File: src/sv/tccb_pkg.sv
// Package for the text console cell buffer: field widths, command and
// register codes, cell and result types and the sequencer states.
// Depends on nothing; every other file of the block imports it.
package tccb_pkg;

	localparam int CHAR_W     = 8;
	localparam int COLOUR_W   = 32;
	localparam int COL_W      = 7;
	localparam int ROW_W      = 6;
	localparam int CMD_W      = 2;
	localparam int COLS_W     = 8;
	localparam int ROWS_W     = 7;
	localparam int CFG_IDX_W  = 2;
	localparam int CFG_DATA_W = 32;

	localparam int MAX_COLS_DEF = 128;
	localparam int MAX_ROWS_DEF = 64;

	localparam logic [CHAR_W-1:0]   NL_CODE    = 8'd10;
	localparam logic [CHAR_W-1:0]   SPACE_CODE = 8'h20;
	localparam logic [COLOUR_W-1:0] WHITE      = 32'hFFFF_FFFF;
	localparam logic [COLOUR_W-1:0] NO_COLOUR  = 32'h0000_0000;

	localparam logic [COLS_W-1:0] COLS_RST = 8'd80;
	localparam logic [ROWS_W-1:0] ROWS_RST = 7'd25;

	typedef enum logic [CMD_W-1:0] {
		CMD_WRITE = 2'd0,
		CMD_CLEAR = 2'd1,
		CMD_READ  = 2'd2,
		CMD_NOP   = 2'd3
	} cmd_t;

	typedef enum logic [CFG_IDX_W-1:0] {
		REG_COLS = 2'd0,
		REG_ROWS = 2'd1,
		REG_FG   = 2'd2,
		REG_BG   = 2'd3
	} cfg_idx_t;

	typedef enum logic [2:0] {
		S_INIT,
		S_IDLE,
		S_SCROLL,
		S_BLANK,
		S_CLEAR,
		S_FINISH
	} seq_state_t;

	typedef struct packed {
		logic [CHAR_W-1:0]   ch;
		logic [COLOUR_W-1:0] fg;
		logic [COLOUR_W-1:0] bg;
	} cell_t;

	typedef struct packed {
		logic [COLS_W-1:0]   cols;
		logic [ROWS_W-1:0]   rows;
		logic [COLOUR_W-1:0] fg_colour;
		logic [COLOUR_W-1:0] bg_colour;
	} cfg_t;

	typedef struct packed {
		logic [CMD_W-1:0]  cmd;
		logic [CHAR_W-1:0] char_code;
		logic [COL_W-1:0]  read_col;
		logic [ROW_W-1:0]  read_row;
	} req_t;

	typedef struct packed {
		cell_t             cell_data;
		logic [COL_W-1:0]  cursor_col;
		logic [ROW_W-1:0]  cursor_row;
		logic              scrolled;
	} result_t;

endpackage

File: src/sv/tccb_seq.sv
// Sequencer of the text console: cursor, command decode and the sweeps for
// clear, scroll and the bottom-row blank. Depends on tccb_pkg; drives tccb_cell_mem.
module tccb_seq #(
	parameter int MAX_COLS = tccb_pkg::MAX_COLS_DEF,
	parameter int MAX_ROWS = tccb_pkg::MAX_ROWS_DEF,
	parameter int AW       = (MAX_COLS * MAX_ROWS > 1) ? $clog2(MAX_COLS * MAX_ROWS) : 1
) (
	input  logic              clk,
	input  logic              arst_n,
	input  tccb_pkg::cfg_t    cfg,
	input  logic              req_valid,
	input  tccb_pkg::req_t    req,
	output logic              req_ready,
	output logic              res_valid,
	input  logic              res_take,
	output tccb_pkg::result_t res,
	output logic              mem_we,
	output logic [AW-1:0]     mem_waddr,
	output tccb_pkg::cell_t   mem_wdata,
	output logic              mem_re,
	output logic [AW-1:0]     mem_raddr,
	input  tccb_pkg::cell_t   mem_rdata
);
	import tccb_pkg::*;

	localparam int CELLS = MAX_COLS * MAX_ROWS;
	localparam int XW    = $clog2(MAX_COLS + 1);
	localparam int YW    = $clog2(MAX_ROWS + 1);
	localparam int AXW   = AW + XW + YW;
	localparam logic [AW-1:0] LAST_CELL = AW'(CELLS - 1);

	function automatic logic [AW-1:0] cell_addr(input logic [YW-1:0] y,
		input logic [XW-1:0] x);
		logic [AXW-1:0] a;
		a = AXW'(y) * AXW'(MAX_COLS) + AXW'(x);
		return a[AW-1:0];
	endfunction

	seq_state_t state_q, state_d;

	logic [XW-1:0] cur_x_q;
	logic [YW-1:0] cur_y_q;
	logic [AW-1:0] clr_q;
	logic [XW-1:0] sx_q;
	logic [YW-1:0] sy_q;
	logic          rd_v_s1;
	logic [AW-1:0] wa_s1;
	logic          rd_hit_q;
	logic          scr_q;

	logic [XW-1:0] nc, cx, new_x;
	logic [YW-1:0] nr, cy, new_y;
	logic [XW:0]   x_inc;
	logic          is_nl, wrap, last_row, need_scroll, rd_hit, accept;
	logic          clr_last, sx_last, sy_last;
	logic [AW-1:0] wr_addr, rd_addr;
	cmd_t          cmd;

	// Area in use, clamped to the store, and the cursor clamped into it.
	always_comb begin
		if (cfg.cols == '0) begin
			nc = XW'(1);
		end else if ({1'b0, cfg.cols} > 9'(MAX_COLS)) begin
			nc = XW'(MAX_COLS);
		end else begin
			nc = XW'(cfg.cols);
		end
		if (cfg.rows == '0) begin
			nr = YW'(1);
		end else if ({1'b0, cfg.rows} > 8'(MAX_ROWS)) begin
			nr = YW'(MAX_ROWS);
		end else begin
			nr = YW'(cfg.rows);
		end
		cx = (cur_x_q >= nc) ? nc - XW'(1) : cur_x_q;
		cy = (cur_y_q >= nr) ? nr - YW'(1) : cur_y_q;
	end

	// Cursor step for a write command.
	always_comb begin
		cmd         = cmd_t'(req.cmd);
		is_nl       = (req.char_code == NL_CODE);
		x_inc       = {1'b0, cx} + (XW+1)'(1);
		wrap        = is_nl || (x_inc >= {1'b0, nc});
		last_row    = (({1'b0, cy} + (YW+1)'(1)) >= {1'b0, nr});
		need_scroll = wrap && last_row;
		new_x       = wrap ? '0 : x_inc[XW-1:0];
		if (!wrap) begin
			new_y = cy;
		end else if (last_row) begin
			new_y = nr - YW'(1);
		end else begin
			new_y = cy + YW'(1);
		end
		wr_addr = cell_addr(cy, cx);
		rd_hit  = (9'(req.read_col) < 9'(nc)) && (8'(req.read_row) < 8'(nr));
		rd_addr = cell_addr(YW'(req.read_row), XW'(req.read_col));
		accept  = req_valid && req_ready;
	end

	assign clr_last = (clr_q == LAST_CELL);
	assign sx_last  = (({1'b0, sx_q} + (XW+1)'(1)) >= {1'b0, nc});
	assign sy_last  = (({1'b0, sy_q} + (YW+1)'(1)) >= {1'b0, nr});

	// Next state.
	always_comb begin
		state_d = state_q;
		case (state_q)
			S_INIT: begin
				if (clr_last) state_d = S_IDLE;
			end
			S_IDLE: begin
				if (req_valid) begin
					case (cmd)
						CMD_WRITE: begin
							if (!need_scroll) begin
								state_d = S_FINISH;
							end else if (nr > YW'(1)) begin
								state_d = S_SCROLL;
							end else begin
								state_d = S_BLANK;
							end
						end
						CMD_CLEAR: state_d = S_CLEAR;
						default:   state_d = S_FINISH;
					endcase
				end
			end
			S_SCROLL: begin
				if (sx_last && sy_last) state_d = S_BLANK;
			end
			S_BLANK: begin
				if (!rd_v_s1 && sx_last) state_d = S_FINISH;
			end
			S_CLEAR: begin
				if (clr_last) state_d = S_FINISH;
			end
			S_FINISH: begin
				if (res_take) state_d = S_IDLE;
			end
			default: state_d = S_INIT;
		endcase
	end

	// Memory port control and handshake outputs.
	always_comb begin
		req_ready = 1'b0;
		res_valid = 1'b0;
		mem_we    = 1'b0;
		mem_waddr = '0;
		mem_wdata = '0;
		mem_re    = 1'b0;
		mem_raddr = '0;
		case (state_q)
			S_INIT, S_CLEAR: begin
				mem_we    = 1'b1;
				mem_waddr = clr_q;
				mem_wdata = '{ch: SPACE_CODE, fg: WHITE, bg: NO_COLOUR};
			end
			S_IDLE: begin
				req_ready = 1'b1;
				if (accept && cmd == CMD_WRITE && !is_nl) begin
					mem_we    = 1'b1;
					mem_waddr = wr_addr;
					mem_wdata = '{ch: req.char_code, fg: cfg.fg_colour, bg: cfg.bg_colour};
				end
				if (accept && cmd == CMD_READ) begin
					mem_re    = 1'b1;
					mem_raddr = rd_addr;
				end
			end
			S_SCROLL: begin
				mem_re    = 1'b1;
				mem_raddr = cell_addr(sy_q, sx_q);
				if (rd_v_s1) begin
					mem_we    = 1'b1;
					mem_waddr = wa_s1;
					mem_wdata = mem_rdata;
				end
			end
			S_BLANK: begin
				mem_we = 1'b1;
				if (rd_v_s1) begin
					mem_waddr = wa_s1;
					mem_wdata = mem_rdata;
				end else begin
					mem_waddr = cell_addr(nr - YW'(1), sx_q);
					mem_wdata = '{ch: SPACE_CODE, fg: NO_COLOUR, bg: NO_COLOUR};
				end
			end
			S_FINISH: begin
				res_valid = 1'b1;
			end
			default: begin
			end
		endcase
	end

	always_ff @(posedge clk or negedge arst_n) begin
		if (!arst_n) begin
			state_q  <= S_INIT;
			cur_x_q  <= '0;
			cur_y_q  <= '0;
			clr_q    <= '0;
			sx_q     <= '0;
			sy_q     <= '0;
			rd_v_s1  <= 1'b0;
			rd_hit_q <= 1'b0;
			scr_q    <= 1'b0;
		end else begin
			state_q <= state_d;
			rd_v_s1 <= (state_q == S_SCROLL);

			if (state_q == S_INIT || state_q == S_CLEAR) begin
				clr_q <= clr_last ? '0 : clr_q + AW'(1);
			end

			if (accept) begin
				rd_hit_q <= (cmd == CMD_READ) && rd_hit;
				scr_q    <= (cmd == CMD_WRITE) && need_scroll;
				case (cmd)
					CMD_WRITE: begin
						cur_x_q <= new_x;
						cur_y_q <= new_y;
						sx_q    <= '0;
						sy_q    <= YW'(1);
					end
					CMD_CLEAR: begin
						cur_x_q <= '0;
						cur_y_q <= '0;
					end
					default: begin
					end
				endcase
			end

			if (state_q == S_SCROLL) begin
				if (sx_last) begin
					sx_q <= '0;
					if (!sy_last) sy_q <= sy_q + YW'(1);
				end else begin
					sx_q <= sx_q + XW'(1);
				end
			end else if (state_q == S_BLANK && !rd_v_s1) begin
				sx_q <= sx_last ? '0 : sx_q + XW'(1);
			end
		end
	end

	// The copy writes one row above the cell just read.
	always_ff @(posedge clk) begin
		wa_s1 <= cell_addr(sy_q - YW'(1), sx_q);
	end

	always_comb begin
		res.cell_data  = rd_hit_q ? mem_rdata : '0;
		res.cursor_col = COL_W'(cur_x_q);
		res.cursor_row = ROW_W'(cur_y_q);
		res.scrolled   = scr_q;
	end
endmodule

File: config.mk
export PLATFORM = sky130hd
export DESIGN_NAME = tccb_seq
export DESIGN_NICKNAME = d
export VERILOG_FILES = /design/src/sv/tccb_pkg.sv /design/src/sv/tccb_seq.sv
export SDC_FILE = /design/constraint.sdc
export NUM_CORES = 1
export LEC_CHECK = 0
export BUFFER_PORTS_ARGS = -buffer_cell sky130_fd_sc_hd__buf_4
export CORE_AREA = 2 2 142 144
export DETAILED_ROUTE_END_ITERATION = 16
export DIE_AREA = 0 0 144 146
export GPL_ROUTABILITY_DRIVEN = 0
export PLACE_DENSITY_LB_ADDON = 0.2
export SETUP_SLACK_MARGIN = 0.4
export SYNTH_ARGS = -nofsm -noshare
export SYNTH_HDL_FRONTEND = slang
export SYNTH_SLANG_ARGS = --single-unit
File: constraint.sdc
create_clock -name clk -period 10.7 [get_ports clk]
set_input_delay 0 -clock clk [delete_from_list [all_inputs] [get_ports clk]]
set_output_delay 0 -clock clk [all_outputs]
set_load 0.05 [all_outputs]
==> key figures, run 1 <==
Run status
  – Status: finished, final reports clean

Floorplanning
  – Die X: 144 um
  – Initial Util: 37.0%
  – Std cell rows: 51
  – Die area: 21000 um^2
  – IO Pins: 366
  – Chip height: about 150 um
  – Core area: 19300 um^2

Power
  – Power Internal: 1.03 mW
  – Switching Fraction: 56.0%
  – Power Dens Cells: 227 nW/um^2
  – Register share of total power: 15.3%
  – VDD IR max: roughly 140 uV
  – Leakage: about 5.2 nW
  – Net Sw Power: 1.32 mW
  – Combinational share of power: 71.5%
  – Clk pwr share: 13.2%

STA
  – Rel. slew slack: 33.3%
  – Max-slew violations: 0
  – Crit share post-route: between 50% and 60%
  – Unrepaired setup endpoints after global routing: no
  – Fmax: between 150 and 200 MHz
  – Skew final: 0.00727 ns
  – Endpoints failing hold: 0
  – Worst-Margin Slew: 0.998 ns
  – Minimum clock period: 5.58 ns
  – Final setup fails: 0
  – Post-route setup TNS: 0 ns

GRT
  – Initial antenna violation count: 1
  – Gr ovfl total: 0
  – Vias in the first global route: 7702
  – Grt peak-use layer: met2
  – GRT Overall Usage: 30.2%
  – Met3 track demand over resource: 8.49%
  – First-pass GRT wire length: slightly below 50000 um
  – M2 GR Usage: 47.3%
  – Largest net degree at the start of global routing: 76
  – Met1 usage: 40.3%

Critical path
  – Kind of start point of the critical path: primary input
  – CP Launch Point: cfg[70]
  – Required @ worst endpoint: 10.95 ns
  – CP max stage cell: o21ai_0
  – Crit path capture: scr_q$_DFFE_PN0P_
  – Crit path max fanout: 16
  – Worst R2R Setup Slack: 5.14 ns
  – WP data arrival: 5.83 ns
  – R2R cell count: 18
  – Largest stage delay, worst path: roughly 0.58 ns
  – Critical path cell sequence: buf_4, clkinv_1, a32oi_1, inv_1, ha_1, nor2b_1, o21ai_1, a31oi_2, or2_1, o21ai_0, ha_1, nand3b_4, nor3_2, a41oi_2, o21bai_4, xor2_1, ha_1, nand4_1, o21ai_0, a41o_1, nand2_1, or3_1, o21ai_0
  – CP Capture Type: register
  – Worst flop-to-flop path startpoint: cur_y_q[4]$_DFFE_PN0P_
  – Reg2reg end: scr_q$_DFFE_PN0P_
  – Crit Path Category: primary input to register

Placement
  – Cell Area, Placed: 10000 um^2
  – Port Buf Inserts: between 300 and 400
  – Post-DP HPWL: 26700 um

Yosys
  – Largest family of logic cells by synthesized area: compound AO/OA/AOI/OAI gates
  – Number of synthesized flops with an enable pin: 0
  – Seq cells post-synth: 62
  – Simple-gate area share of the yosys netlist: 23.2%
  – Cell taking the most area after synthesis: dfrtp_1
  – Synth Area in Compound Gates: between 20% and 30%
  – Adder-cell share of the synthesized area: 12.8%
  – Top-area cell type share of the netlist area: between 10% and 20%
  – Synthesized instance count: 868
  – Syn_nets: ~1100
  – Synth warnings: 0
  – Sequential share of the synthesized area: 20.8%
  – Mapped Area: 7160 um^2
  – Synth Flop Type: dfrtp_1
  – Post-synthesis mux area share: 3.72%
  – Post-synthesis cell type count: slightly above 70
  – Top post-synthesis cells by area: dfrtp_1 (17%), ha_1 (13%), a22o_1 (7.5%)
  – Syn_area_per_cell: 8.25 um^2
  – Post-Synth XOR/XNOR Area: 7.11%
  – Asr flop ratio synth: 79.0%

CTS
  – Total CTS buffers: 9
  – H-tree level count: 3
  – Clock buffer depth: 2
  – CTS tree: yes
  – Worst-path clk slew: roughly 0.060 ns
  – Root buf cell: clkbuf_16
  – # resized after CTS: 0
  – Clk Latency, worst-skew pair: 0.32 ns
  – Sink Count: 62

Flow run
  – Max-Cap Viols: 0

Detailed routing
  – Wire length per cell: 22.8 um
  – Via/cell ratio: between 5 and 6
  – Final ANT Viol Nets: 0
  – Routed WL: 33200 um
  – Initial drt markers: 599
  – Vias: 8235
  – First-pass iteration count of the detailed router: 6
  – DRC Markers: 0

Final layout
  – Area grow syn2layout: 44.5%
  – Finished Core Util: a little over half
  – Design area: roughly 10000 um^2
  – Final nets: 1439
  – Layout cells sized above 1: 34.6%

Min path
  – Hold/Removal Path Class: primary input to register
==> routing by layer <==
layer	part of all wire [%]	vias up
li1	-	3867
met1	42	3893
met2	46	420
met3	9.4	55
met4	2.7	0
met5	0	-
==> through the flow <==
stage               std cells  setup WS, ns  hold slack [ns]  power (mW)
floorplan                 868          5.69           -0.296        1.52
global route             1459          4.49            0.185        2.47
global placement         1439          5.14           0.0637        2.02
detailed placement       1439          4.89           0.0756        2.02
CTS                      1458          5.20            0.130        2.34
finish                   1459          5.12            0.148        2.35
==> power by group through the flow <==
stage	combinational [mW]	clock [mW]	sequential, mW
3_5_place_dp	1.66	0	0.359
3_3_place_gp	1.66	0	0.360
5_1_grt	1.78	0.330	0.364
4_1_cts	1.67	0.314	0.356
2_1_floorplan	1.20	0	0.317
6_report	1.68	0.309	0.360
==> worst min path at each step <==
stage,startpoint,endpoint,cells past startpoint
2_1_floorplan,arst_n,clr_q[0]$_DFFE_PN0N_,0
3_3_place_gp,arst_n,sx_q[3]$_DFFE_PN0P_,1
3_5_place_dp,arst_n,sx_q[3]$_DFFE_PN0P_,1
4_1_cts,req_valid,scr_q$_DFFE_PN0P_,4
5_1_grt,req_valid,rd_hit_q$_DFFE_PN0P_,4
6_report,req_valid,scr_q$_DFFE_PN0P_,4
==> cells in the mapped netlist (8+ instances only) <==
master	instances
and2_1	78
ha_1	73
nand2_1	68
a22o_1	61
dfrtp_1	49
nor2_1	48
clkbuf_1	47
a221o_1	39
o21ai_0	36
nand3_1	34
a21oi_1	30
xnor2_1	29
xor2_1	26
mux2i_1	21
inv_1	20
buf_4	15
nand2b_1	15
nand4_1	14
dfxtp_1	13
a21o_1	11
and3_1	9
nor3b_1	9
o221ai_1	9
o31ai_1	9
nor2b_1	8
nor3_1	8
==> repair_timing <==
item	CTS	global route
hold buffers	3	0
setup endpoints to repair	0	0
endpoints found under the hold margin	52	0
buffers inserted	0	0
==> cells by family (layout without fill, tap and decap cells) <==
logic type / count (synthesis) / count (layout)
fa+ha+maj: 73 / 73
other cells: 0 / 1
xor+xnor: 56 / 56
compound gates: 246 / 246
simple gates: 314 / 314
buf+inv: 91 / 416
flops: 62 / 62
mux: 26 / 26
==> worst max-delay path: cells and delay by family <==
kind            cells  cell delay (ns)
fa+ha+maj           3             1.06
buf+inv             3             0.53
xor+xnor            1             0.15
simple gates        7             1.45
compound gates      9             2.62
==> state kept, by name, indices dropped and copies added, names as in the netlist <==
register and flops:
wa_s1 13, cur_x_q 8, state_q 3, cur_y_q 7
scr_q 1, sx_q 8, rd_hit_q 1, clr_q 13
rd_v_s1 1, sy_q 7
==> area by class of cell <==
| type | count | area, um^2 |
|---|---|---|
| Antenna cell | 1 | 2.50 |
| Clock buffer | 10 | 229 |
| Clock inverter | 6 | 86.3 |
| Fill cell | 1858 | 8990 |
| Inverter | 22 | 82.6 |
| Multi-Input combinational cell | 715 | 5280 |
| Sequential cell | 62 | 1490 |
| Tap cell | 265 | 332 |
| Timing Repair Buffer | 378 | 2850 |
==> cell usage in the layout, fill, tap and decap left out, drive strengths merged, types with 26 or more instances in the layout <==
cell and count:
xor2 26, a22o 61, nand3 34, o21ai 40, a221o 39, xnor2 30
buf 375, dfrtp 49, nand2 68, nor2 49, and2 79, a21oi 30
ha 73
Note: power is estimated with default switching activity, not from simulation.
==> inputs of run 2 (changes only) <==
--- a/config.mk
+++ b/config.mk
@@ -5,10 +5,11 @@
 export SDC_FILE = /design/constraint.sdc
 export NUM_CORES = 1
 export LEC_CHECK = 0
+export ABC_AREA = 1
 export BUFFER_PORTS_ARGS = -buffer_cell sky130_fd_sc_hd__buf_4
-export CORE_AREA = 2 2 142 144
+export CORE_AREA = 2 2 144 146
 export DETAILED_ROUTE_END_ITERATION = 16
-export DIE_AREA = 0 0 144 146
+export DIE_AREA = 0 0 146 148
 export GPL_ROUTABILITY_DRIVEN = 0
 export PLACE_DENSITY_LB_ADDON = 0.2
 export SETUP_SLACK_MARGIN = 0.4
==> constraint.sdc (replaced) <==
create_clock -name clk -period 5.5 [get_ports clk]
set_input_delay 0 -clock clk [delete_from_list [all_inputs] [get_ports clk]]
set_output_delay 0 -clock clk [all_outputs]
set_load 0.05 [all_outputs]
==> run 2 against run 1 <==
Cell count up 19%. Clock-buffer cell count unchanged. Hold slack worse by 0.022 ns. Global-route usage up 0.65 points. Sequential share of layout area down 0.38 points. Setup slack worse by 4.3 ns. Largest power group unchanged.
==> key figures, run 2 <==
Run status
  – Status: finished, final reports clean

Detailed routing
  – Initial drt markers: 781 (+30%)
  – Vias: 9302 (+13%)
  – Routed WL: 34700 um (+4.5%)
  – Final ANT Viol Nets: 0 (unchanged)
  – Wire length per cell: 19.9 um (-12%)
  – First-pass iteration count of the detailed router: 8 (+2)
  – Via/cell ratio: 5.34 (-5.3%)
  – DRC Markers: 0 (unchanged)

Min path
  – Hold/Removal Path Class: primary input to register

Floorplanning
  – Die X: 146 um (+1.4%)
  – Std cell rows: 52 (+2.0%)
  – Die area: 21600 um^2 (+2.8%)
  – Initial Util: 37.3% (+0.32 points)
  – Core area: 20000 um^2 (+3.6%)
  – Chip height: 148 um (+1.4%)
  – IO Pins: 366 (unchanged)

GRT
  – GRT Overall Usage: 30.8% (+0.65 points)
  – Gr ovfl total: 0 (unchanged)
  – Initial antenna violation count: 0 (-1)
  – First-pass GRT wire length: 51300 um (+5.8%)
  – Vias in the first global route: 8464 (+9.9%)
  – Largest net degree at the start of global routing: 50 (-34%)

STA
  – Crit share post-route: 84.5%
  – Skew final: 0.00515 ns (-0.00212 ns)
  – Max-slew violations: 0 (unchanged)
  – Minimum clock period: 4.65 ns
  – Worst-Margin Slew: 1.11 ns (+0.116 ns)
  – Post-route setup TNS: 0 ns (unchanged)
  – Setup WS post-layout: 0.851 ns (-4.27 ns)
  – Unrepaired setup endpoints after global routing: no
  – Final setup fails: 0 (unchanged)
  – Worst hold margin: 0.125 ns (-0.0222 ns)
  – Endpoints failing hold: 0 (unchanged)
  – Fmax: 215 MHz
  – Rel. slew slack: 25.5% (-7.8 points)

Yosys
  – Top-count cell post-synth: nand2_1
  – Synthesized instance count: 1138 (+31%)
  – Syn_area_per_cell: 6.58 um^2 (-20%)
  – Mapped Area: 7480 um^2 (+4.5%)
  – Asr flop ratio synth: 79.0% (unchanged)
  – Syn_nets: 1389 (+24%)
  – Seq cells post-synth: 62 (unchanged)
  – Synth cell count leaders: nand2_1 (284), inv_1 (214), ha_1 (73)
  – Cell taking the most area after synthesis: dfrtp_1
  – Top post-synthesis cells by area: dfrtp_1 (16%), nand2_1 (14%), ha_1 (12%)
  – Top-area cell type share of the netlist area: 16.4% (-0.74 points)
  – Synth Flop Type: dfrtp_1
  – Post-synthesis cell type count: 53 (-25%)
  – Synth warnings: 0 (unchanged)
  – Number of synthesized flops with an enable pin: 0 (unchanged)
  – Sequential share of the synthesized area: 19.9% (-0.90 points)

Critical path
  – Crit path max fanout: 13 (-3)
  – CP max stage cell: dfrtp_1
  – CP most frequent cell: nand2_1
  – Crit Path Category: register to register
  – Required @ worst endpoint: 5.74 ns (-5.21 ns)
  – CP Capture Type: register
  – WP data arrival: 4.89 ns (-0.94 ns)
  – Largest stage delay, worst path: 0.44 ns (-0.14 ns)
  – Critical path cell sequence: ha_1, nand2_1, nor2_1, nand4_1, nand3_1, o21ai_0, inv_1, ha_1, nand3_1, nor2_2, xor2_1, ha_1, a21oi_1, o221ai_1, nand2_1, nand2_1, a21oi_1, nand2_2, inv_2, nand2_1, o22ai_1
  – Kind of start point of the critical path: register

Final layout
  – Area grow syn2layout: 42.0%
  – Design area: 10600 um^2 (+2.7%)
  – Storage element area: 1490 um^2 (unchanged)
  – Area of the multi-input gates: 4860 um^2 (-8.1%)
  – Commonest non-fill, non-tap cell in the layout: buf_4
  – Commonest cells after routing, fill and taps aside: buf_4 (370), nand2_1 (284), inv_1 (214)
  – Layout cells sized above 1: 29.5% (-5.1 points)
  – FILL cells: 2054 (+11%)
  – Final nets: 1716 (+19%)
  – Top flop regs: clr_q x13, wa_s1 x13

Power
  – Net Sw Power: 3.37 mW (+160%)
  – Switching Fraction: 60.1% (+4.1 points)
  – Clk pwr share: 10.6% (-2.6 points)
  – Tot Pwr: 5.60 mW (+140%)
  – Power Internal: 2.24 mW (+120%)
  – Power Dens Cells: 527 nW/um^2 (+130%)
  – Register share of total power: 13.2% (-2.1 points)
  – Combinational share of power: 76.2% (+4.7 points)
  – VDD IR max: 206 uV (+49%)
  – Leakage: 6.28 nW (+22%)

CTS
  – Root buf cell: clkbuf_16
  – # Post-CTS Setup Buffers: 0 (unchanged)
  – Hold Buf Count CTS: 1 (-2)
  – Clock buffer depth: 2 (unchanged)
  – H-tree level count: 3 (unchanged)
  – Sink Count: 62 (unchanged)
  – Worst-path clk slew: 0.06 ns (about the same)
  – Clk Latency, worst-skew pair: 0.34 ns (+0.02 ns)
  – Total CTS buffers: 9 (unchanged)
  – CTS tree: yes
  – # resized after CTS: 0 (unchanged)

Placement
  – Port Buf Inserts: 365 (unchanged)
  – Post-DP HPWL: 28400 um (+6.3%)
  – Cell Area, Placed: 10300 um^2 (+3.0%)
  – Setup Slack @ Placement: 0.895 ns (-3.99 ns)

Flow run
  – Max-Cap Viols: 0 (unchanged)
==> run 2: kinds of logic after synthesis <==
group	share of synthesized area, %
xor+xnor	4.46
mux	0.268
flops	19.9
buf+inv	15.4
simple gates	28.0
fa+ha+maj	12.2
compound gates	19.8
==> run 2: per-stage QoR <==
stage | utilization (%) | cells
final | 53.0 | 1741
after global routing | 53.0 | 1740
after CTS | 53.0 | 1740
after detailed placement | 51.4 | 1723
after global placement | 51.4 | 1723
after floorplan | - | 1138
==> run 2: cell type report <==
class	instances	share of cell area, %
diodes	1	0.0235
clock buffers	10	2.25
clock inverters	6	0.659
inverters	225	7.95
multi-input cells	796	45.7
flip-flops and latches	62	14.0
well taps	270	3.18
repair buffers	371	26.2
==> run 2: routing by layer <==
metal | part of all wire [%] | GRT usage (%)
met4 | 3.2 | 11.0
met3 | 9.5 | 5.15
met1 | 44 | 44.2
met5 | 0 | 0
met2 | 44 | 46.8
==> run 2: final timing paths <==
kind	startpoint	to	slack (ns)	cells past startpoint
min reg2reg	sx_q[6]$_DFFE_PN0P_	wa_s1[6]$_DFF_P_	0.40	0
min	req[22]	state_q[0]$_DFFE_PN0P_	0.13	5
max reg2reg	cur_x_q[6]$_DFFE_PN0P_	cur_x_q[5]$_DFFE_PN0P_	0.85	21
min in group asynchronous	arst_n	sx_q[1]$_DFFE_PN0P_	0.26	2
max in group asynchronous	arst_n	rd_hit_q$_DFFE_PN0P_	4.75	2
max	cur_x_q[6]$_DFFE_PN0P_	cur_x_q[5]$_DFFE_PN0P_	0.85	21
==> run 2: critical path: cells and delay by family, from the launching register on <==
family,cells,cell delay (ns)
AOI/OAI and AO/OA,5,0.96
xor gates and xnor gates,1,0.25
adders and majority gates,3,0.82
buffers and inverters,2,0.39
DFF,1,0.44
and+or+nand+nor,10,1.67
==> run 2: power groups by stage <==
stage	Sequential [mW]	Clock, mW	Combinational, mW
after global placement	0.742	0	4.18
after detailed placement	0.743	0	4.21
after CTS	0.735	0.596	4.23
final	0.740	0.591	4.27
after floorplan	0.659	0	3.13
after global routing	0.752	0.613	4.59
